## src/design/slf_ram.sv

```systemverilog
module slf_ram #(
    parameter int WIDTH = 32,
    parameter int DEPTH = 64
) (
    input  logic                     clk,
    input  logic                     we,
    input  logic [$clog2(DEPTH)-1:0] waddr,
    input  logic [WIDTH-1:0]         wdata,
    input  logic [$clog2(DEPTH)-1:0] raddr,
    output logic [WIDTH-1:0]         rdata
);

    logic [WIDTH-1:0] mem [DEPTH];
    logic [WIDTH-1:0] rdata_reg;

    always_ff @(posedge clk)
    begin
        if (we)
        begin
            mem[waddr] <= wdata;
        end
        rdata_reg <= mem[raddr];
    end

    assign rdata = rdata_reg;

endmodule

```

## config.mk

```make
export PLATFORM = sky130hd
export DESIGN_NAME = slf_ram
export DESIGN_NICKNAME = d
export VERILOG_FILES = /design/src/design/slf_ram.sv
export SDC_FILE = /design/constraint.sdc
export NUM_CORES = 2
export LEC_CHECK = 0
export BUFFER_PORTS_ARGS = -buffer_cell sky130_fd_sc_hd__buf_2
export CELL_PAD_IN_SITES_DETAIL_PLACEMENT = 1
export CELL_PAD_IN_SITES_GLOBAL_PLACEMENT = 2
export CORE_MARGIN = 2
export CORE_UTILIZATION = 47
export DETAILED_ROUTE_END_ITERATION = 12
export PLACE_DENSITY = 0.79
export SYNTH_ARGS = -nofsm -noshare
export SYNTH_HDL_FRONTEND = slang
export SYNTH_SLANG_ARGS = --single-unit
```

## constraint.sdc

```tcl
create_clock -name clk -period 9.6 [get_ports clk]
set_input_delay 0.48 -clock clk [delete_from_list [all_inputs] [get_ports clk]]
set_output_delay 0.48 -clock clk [all_outputs]
set_load 0.005 [all_outputs]
```

==> metrics.md <==
| Metric | Value |
|---|---|
| Yosys reg bits | `2080` |
| Commonest cells after routing, fill and taps aside | `edfxtp_1, mux4_2, clkbuf_16` |
| Synth area leaders | `edfxtp_1, mux4_2, mux2i_1, dfxtp_1, o22ai_1` |
| Hold Path Class | `in -> reg` |
| Yosys cell types | `34` |
| Final min period | `3490 ps` |
| Rows | `150` |
| CTS clock-pin slew for the worst setup and hold paths | `60 ps` |
| TritonRoute pass-1 iters | `5` |
| Syn_area_per_cell | `23.6 um2` |
| Max-cap violations | `0` |
| Netlist Area Pre-Place | `0.0785 mm2` |
| Fin crit share | `0.364` |
| Die H | `413 um` |
| Setup crit end kind | `flop` |
| Post-CTS sizing | `0` |
| Number of remaining DRC errors | `0` |
| Mapped Cells | `3324` |
| Final ANT Viol Nets | `0` |
| Antenna violations before repair | `10` |
| Routing usage on met2 | `0.372` |
| TritonCTS clock tree | `built` |
| Pin count of the biggest net entering global routing | `124` |
| Core Area | `0.166 mm2` |
| Number of global-route vias before repair | `39400` |
| Layer with the highest usage | `met2` |
| Clock Latency Late Sink | `840 ps` |
| I/O pin count | `78` |
| Synth area leader | `edfxtp_1` |
| Pins over their slew limit | `0` |
| Pwr Total | `18.7 mW` |
| Slew HR | `0.162` |
| CTS root buf | `clkbuf_16` |
| Fin util | `0.531` |
| Layout Nets | `3557` |
| Sequential-to-total area share from yosys stat | `0.791` |
| WP data required | `10300 ps` |
| GRT met3 Usage | `0.0408` |
| Leading cell type in the layout, fill and taps excluded | `edfxtp_1` |
| PortBufs | `77` |
| WL/cell | `33.2 um` |
| Worst IR drop on VDD | `0.206 mV` |
| Post-CTS Hold Buffers | `0` |
| WL final | `195000 um` |
| Outcome | `finished clean` |
| Unrepaired setup endpoints after global routing | `no` |
| Crit path max fanout | `62` |
| Synthesized Nets | `3370` |
| Post-CTS Setup Bufs | `0` |
| H-tree Lvls | `4` |
| Fmax | `0.287 GHz` |
| Final Setup Violations | `0` |
| Setup TNS | `0 ps` |
| CP Class | `in -> reg` |
| Worst-margin pin slew | `1260 ps` |
| Leak Pwr | `27.3 nW` |
| Die area | `0.170 mm2` |
| Post-DP HPWL | `106000 um` |
| Yosys warning count | `0` |
| Grt ovf | `0` |
| RD Place Congestion | `0.775` |
| Die W | `413 um` |
| Top cell type's share of synthesized area | `0.783` |
| Clk sinks | `2080` |
| First-pass GRT wire length | `283000 um` |
| Fill cells | `14100` |
| Final Hold Viols | `0` |
| Vias per cell | `6.18` |
| CTS Buffer Depth | `3` |
| Power Density | `212 mW/mm2` |
| Syn-to-layout area delta | `12.7%` |
| Initial drt markers | `4419` |
| Register-to-register setup slack | `7240 ps` |
| Crit path DAT | `4190 ps` |
| Clk_skew | `23.1 ps` |
| Initial core utilization | `0.472` |
| Layout cells sized above 1 | `0.288` |
| Met1 GRT Util | `0.334` |
| Max reg flops | `2048` |
| Type of origin of the critical path | `primary input` |
| Via Count | `36400` |
| TritonCTS buffer count | `198` |
| GRT Overall Usage | `0.234` |
stage by stage:
stage	std cells	hold WS, ps	setup WS [ps]	area, um2
final	5890	309	6110	88500
after global routing	5887	321	5790	88400
after CTS	5887	266	6010	88400
after detailed placement	5515	857	5110	82000
after global placement	5515	839	5130	82000
after floorplan	3324	579	5960	78500
cells in the mapped netlist:
| library cell | count |
|---|---|
| and3_1 | 4 |
| dfxtp_1 | 32 |
| buf_2 | 57 |
| a31oi_1 | 1 |
| a22oi_1 | 12 |
| a21oi_1 | 62 |
| nand3_1 | 5 |
| nand2b_1 | 8 |
| buf_4 | 25 |
| o32ai_1 | 4 |
| nor2_1 | 137 |
| nand4b_1 | 1 |
| nand2_1 | 26 |
| a41o_1 | 4 |
| buf_1 | 21 |
| nor3_1 | 7 |
| buf_6 | 5 |
| nor2b_1 | 15 |
| or2_0 | 1 |
| nand3b_1 | 5 |
| clkbuf_1 | 74 |
| and2_1 | 2 |
| or3b_1 | 2 |
| or2_1 | 1 |
| or2_2 | 1 |
| o221ai_1 | 27 |
| nand4_1 | 2 |
| or3b_2 | 3 |
| or3_1 | 3 |
| mux4_2 | 544 |
| edfxtp_1 | 2048 |
| o22ai_1 | 84 |
| mux2i_1 | 93 |
| a311oi_1 | 8 |
power by group:
part	switching [mW]	leakage [nW]	internal, mW	total (mW)
sequential	0.0530	18.7	10.1	10.1
combinational	0.528	5.49	0.321	0.849
clock	3.36	3.13	4.40	7.75
routing by layer:
metal  routed length [um]  up-vias
met1                80500    19900
li1                     -    14600
met3                14400      286
met4                 5230        8
met5                   60        -
met2                95300     1500
final timing paths:
kind	to	cells past startpoint	from
max reg2reg	rdata[4]	5	mem[4][4]
min	mem[13][28]	2	wdata[28]
max	rdata[11]	8	raddr[0]
min reg2reg	rdata[17]	5	mem[56][17]
kinds of logic after synthesis:
| kind of cell | count (synthesis) | synth area share |
|---|---|---|
| DFF | 2080 | 0.791 |
| and+or+nand+nor | 223 | 0.0127 |
| buffers and inverters | 182 | 0.0113 |
| AOI/OAI and AO/OA | 202 | 0.0167 |
| muxes | 637 | 0.168 |
layout make-up:
| type | instances | area (um2) | share of cell area |
|---|---|---|---|
| clock buffer | 265 | 5470 | 0.0618 |
| timing repair buffer | 169 | 1180 | 0.0134 |
| antenna | 3 | 7.51 | 0.0000849 |
| multi-input combinational | 1062 | 16000 | 0.181 |
| sequential | 2080 | 62100 | 0.702 |
| tap | 2204 | 2760 | 0.0312 |
| clock inverter | 107 | 933 | 0.0106 |
worst max-delay path: stages:
cell	delay, ps
buf_8	520
buf_12	520
buf_4	810
nand3b_1	650
o221ai_1	410
a21oi_1	130
a21oi_1	490
nor2_1	90
(Power assumes the default switching activity.)
