[src/design/slf_recip.sv]
// Restoring divider for floor(2^32 / divisor), one quotient bit a cycle,
// saturated to 0x7FFFFFFF (a zero divisor saturates too).
module slf_recip (
    input  logic        clk,
    input  logic        rst_n,
    input  logic        start,
    input  logic [30:0] divisor,
    output logic        done,
    output logic [31:0] quotient
);

    localparam int STEPS = 33;

    logic [32:0] rem_reg, rem_next;
    logic [32:0] quo_reg, quo_next;
    logic [30:0] div_reg;
    logic [5:0]  cnt_reg, cnt_next;
    logic        run_reg, run_next;
    logic        done_reg, done_next;
    logic [32:0] shifted;
    logic        qbit;

    always_comb
    begin
        shifted  = {rem_reg[31:0], (cnt_reg == 6'(STEPS))};
        qbit     = shifted >= {2'b00, div_reg};
        rem_next = rem_reg;
        quo_next = quo_reg;
        cnt_next = cnt_reg;
        run_next = run_reg;
        done_next = 1'b0;
        if (start)
        begin
            rem_next = '0;
            quo_next = '0;
            cnt_next = 6'(STEPS);
            run_next = 1'b1;
        end
        else if (run_reg)
        begin
            rem_next = qbit ? shifted - {2'b00, div_reg} : shifted;
            quo_next = {quo_reg[31:0], qbit};
            cnt_next = cnt_reg - 6'd1;
            if (cnt_reg == 6'd1)
            begin
                run_next  = 1'b0;
                done_next = 1'b1;
            end
        end
    end

    always_ff @(posedge clk or negedge rst_n)
    begin
        if (!rst_n)
        begin
            run_reg  <= 1'b0;
            done_reg <= 1'b0;
            cnt_reg  <= '0;
        end
        else
        begin
            run_reg  <= run_next;
            done_reg <= done_next;
            cnt_reg  <= cnt_next;
        end
    end

    always_ff @(posedge clk)
    begin
        rem_reg <= rem_next;
        quo_reg <= quo_next;
        if (start)
        begin
            div_reg <= divisor;
        end
    end

    assign done     = done_reg;
    assign quotient = (quo_reg[32] || quo_reg[31:0] >= 32'h7FFF_FFFF) ? 32'h7FFF_FFFF
                                                                       : quo_reg[31:0];

endmodule

[config.mk]
export PLATFORM = sky130hd
export DESIGN_NAME = slf_recip
export DESIGN_NICKNAME = d
export VERILOG_FILES = /design/src/design/slf_recip.sv
export SDC_FILE = /design/constraint.sdc
export NUM_CORES = 1
export LEC_CHECK = 0
export BUFFER_PORTS_ARGS = -buffer_cell sky130_fd_sc_hd__buf_2
export CAP_MARGIN = 20
export CORE_ASPECT_RATIO = 1.4
export CORE_MARGIN = 1
export CORE_UTILIZATION = 40
export CTS_CLUSTER_SIZE = 14
export DETAILED_ROUTE_END_ITERATION = 8
export GPL_TIMING_DRIVEN = 0
export MAX_ROUTING_LAYER = met4
export REMOVE_ABC_BUFFERS = 1
export SETUP_SLACK_MARGIN = 0.3
export SLEW_MARGIN = 20
export SYNTH_ARGS = -nofsm -noshare
export SYNTH_HDL_FRONTEND = slang
export SYNTH_SLANG_ARGS = --single-unit
export TNS_END_PERCENT = 50
[constraint.sdc]
create_clock -name clk -period 3 [get_ports clk]
set_input_delay 0.3 -clock clk [delete_from_list [all_inputs] [get_ports clk]]
set_output_delay 0.3 -clock clk [all_outputs]
set_load 0.02 [all_outputs]
==> out/qor.csv <==
metric,value,unit
detail-route-antenna-nets,0,
skew,0.00512,ns
nets,812,
start_util,41.3,%
arrival,3.41,ns
die_area,15600,um2
yosysWarnings,0,
whs,0.111,ns
end_kind,register,
viasPerCell,5.49,
cts_tree,done,
num_antenna_cells,0,
clockRootBuffer,clkbuf_16,
via_count,5145,
p_leak,3.56,nW
detail_route.wl_per_cell,15.4,um
synth_top_area_share,21.6,%
worst_slew_pin_slew,0.710,ns
whs_path_depth,1,
regArea,2440,um2
relSlewSlack,52.2,%
final_cell_count_no_fill,938,
synth_edf_count,31,
portBuffers,65,
dp_hpwl,9220,um
ir_worst_vdd,332,uV
fill_cells,1382,
critPathMaxFanout,4,
cts_buffers,9,
clk_pin_slew,0.07,ns
period_share,105,%
synth_cell_type_count,67,
cap_violations,0,
synthTopCellsByArea,"dfxtp_1 (22%), edfxtp_1 (15%), ha_1 (6.9%)",
fmax,317,MHz
row_count,52,
slew_viol_final,0,
start_kind,register,
status,"finished, violations left",
die_w,106,um
largest_reg_flops,33,
grt_pass1_vias,5223,
drtPass1Iterations,4,
worstPathRequired,3.25,ns
finalWirelength,14400,um
grt_pass1_wl,24300,um
cts.htree.levels,3,
clkSinkCount,104,
antenna_found_initial,0,
power.total,0.00574,W
drt_iter0_markers,220,
clk-insertion-delay-late,0.36,ns
power_density,766,nW/um2
layout-drive-gt1-share,24.2,%
num_io_pins,67,
cts_buffer_depth,2,
multiInputGateArea,3630,um2
core_area,14600,um2
synth_cells,667,
dp_cells,888,
synth.most_common_cell,nor2_1,
netlist_area,6030,um2
min_path_type,input pin to register,
grt_max_degree,55,
grt_setup_unrepaired,yes,
syn_area_per_cell,9.03,um2
synth_common_cells,"nor2_1 (88), dfxtp_1 (65), inv_1 (41), mux2i_1 (41), a21oi_1 (37)",
synth_top_cell_by_area,dfxtp_1,
setup_viol,9,
synthFlopType,dfxtp_1,
hold_viol_final,0,
grt_usage,19.8,%
gr-total-overflow,0,
fin_ws,-0.153,ns
setup_tns,-0.544,ns
ys_seq_area_share,40.4,%
gp_congestion,0.875,
critical_path_class,register to register,
post-route-min-period,3.15,ns
ys_ff_latch,104,
failed_checks,negative setup slack,
die_h,147,um
drc_errors,0,
synthArstFlopShare,7.69,%
area_delta_synth_final,24.2,%
reg2reg_depth,15,
critical path, stage by stage, from the launching register on:
cell	delay (ns)
dfrtp_1	0.42
ha_4	0.17
nand4b_1	0.12
ha_2	0.21
inv_2	0.04
fa_2	0.36
a21o_1	0.22
a221oi_4	0.37
or4_4	0.20
o2111ai_4	0.13
nand2_4	0.16
buf_4	0.14
o311ai_4	0.09
o211ai_1	0.16
xor2_1	0.18
o21ai_1	0.07
kinds of logic after synthesis:
family	count (synthesis)	share of synthesized area (%)
XOR/XNOR	30	4.36
AND/OR/NAND/NOR	225	18.4
adder cells (fa/ha/maj)	34	7.18
AO/OA/AOI/OAI	152	17.2
flip-flops	104	40.4
multiplexers	42	7.06
other	1	0.0622
buffers and inverters	79	5.32
path summary, 6_finish.rpt:
check / start / to / slack, ns
worst min register to register: rem_reg[27] / rem_reg[27] / 0.50
worst max-delay path: cnt_reg[0] / rem_reg[30] / -0.15
worst max register to register: cnt_reg[0] / rem_reg[30] / -0.15
worst min-delay path: divisor[15] / div_reg[15] / 0.11
max in group asynchronous: rst_n / run_reg / 2.52
min in group asynchronous: rst_n / run_reg / 0.30
metal layers:
metal / vias to the layer above / GRT usage (%) / part of all wire [%]
met3: 31 / 4.26 / 3.8
met2: 102 / 34.0 / 52
li1: 2542 / - / -
met4: 0 / 9.38 / 2.7
met1: 2470 / 21.7 / 42
met5: - / - / 0
report_power, final:
group          internal, W  switching (W)  total (W)  leakage [nW]
Combinational      0.00118        0.00139    0.00257          2.47
Clock             0.000756       0.000550    0.00131         0.164
Sequential         0.00165       0.000208    0.00186         0.925
Total              0.00359        0.00215    0.00574          3.56
through the flow:
stage,worst slack (ns),instance area [um2],utilization (%)
2_1_floorplan,-0.981,5870,-
3_3_place_gp,-2.51,6430,44.1
3_5_place_dp,-0.887,6510,44.6
4_1_cts,-0.0578,7270,49.9
5_1_grt,-0.256,7480,51.4
6_report,-0.153,7480,51.4
what timing repair did:
action	in CTS	in global routing
setup endpoints to repair	33	35
buffers inserted	27	5
gates resized for setup	48	35
gates cloned	1	0
pin swaps	28	22
hold endpoints to repair	8	0
hold buffers	1	0
layout by cell type, fill, tap and decap left out, types with 4 or more instances in the layout:
cell type  instances
ha_1              23
a311oi_1          12
buf_2             64
nand2b_1          34
a21o_1            13
a311oi_2           6
o21bai_1           6
nand4_1           15
clkbuf_16         11
nand2_2            4
a21oi_1           33
dfxtp_1           65
nor2_1            86
buf_4             24
o21ai_1            4
o21a_1             4
xor2_1            11
buf_6              7
a211oi_1          11
o21ai_0           26
dfrtp_1            7
and3_1             5
nor3_1             9
nand2_1           32
edfxtp_1          31
nand3_1           12
ha_2               8
inv_1             39
xnor2_1           17
mux2i_1           40
final cells by class:
class,count,share of cell area [%]
well taps,189,3.16
clock buffers,12,3.73
flip-flops and latches,104,32.5
repair buffers,101,9.24
clock inverters,4,0.719
multi-input cells,485,48.4
inverters,43,2.16
Power figures use the tool's default switching activity.
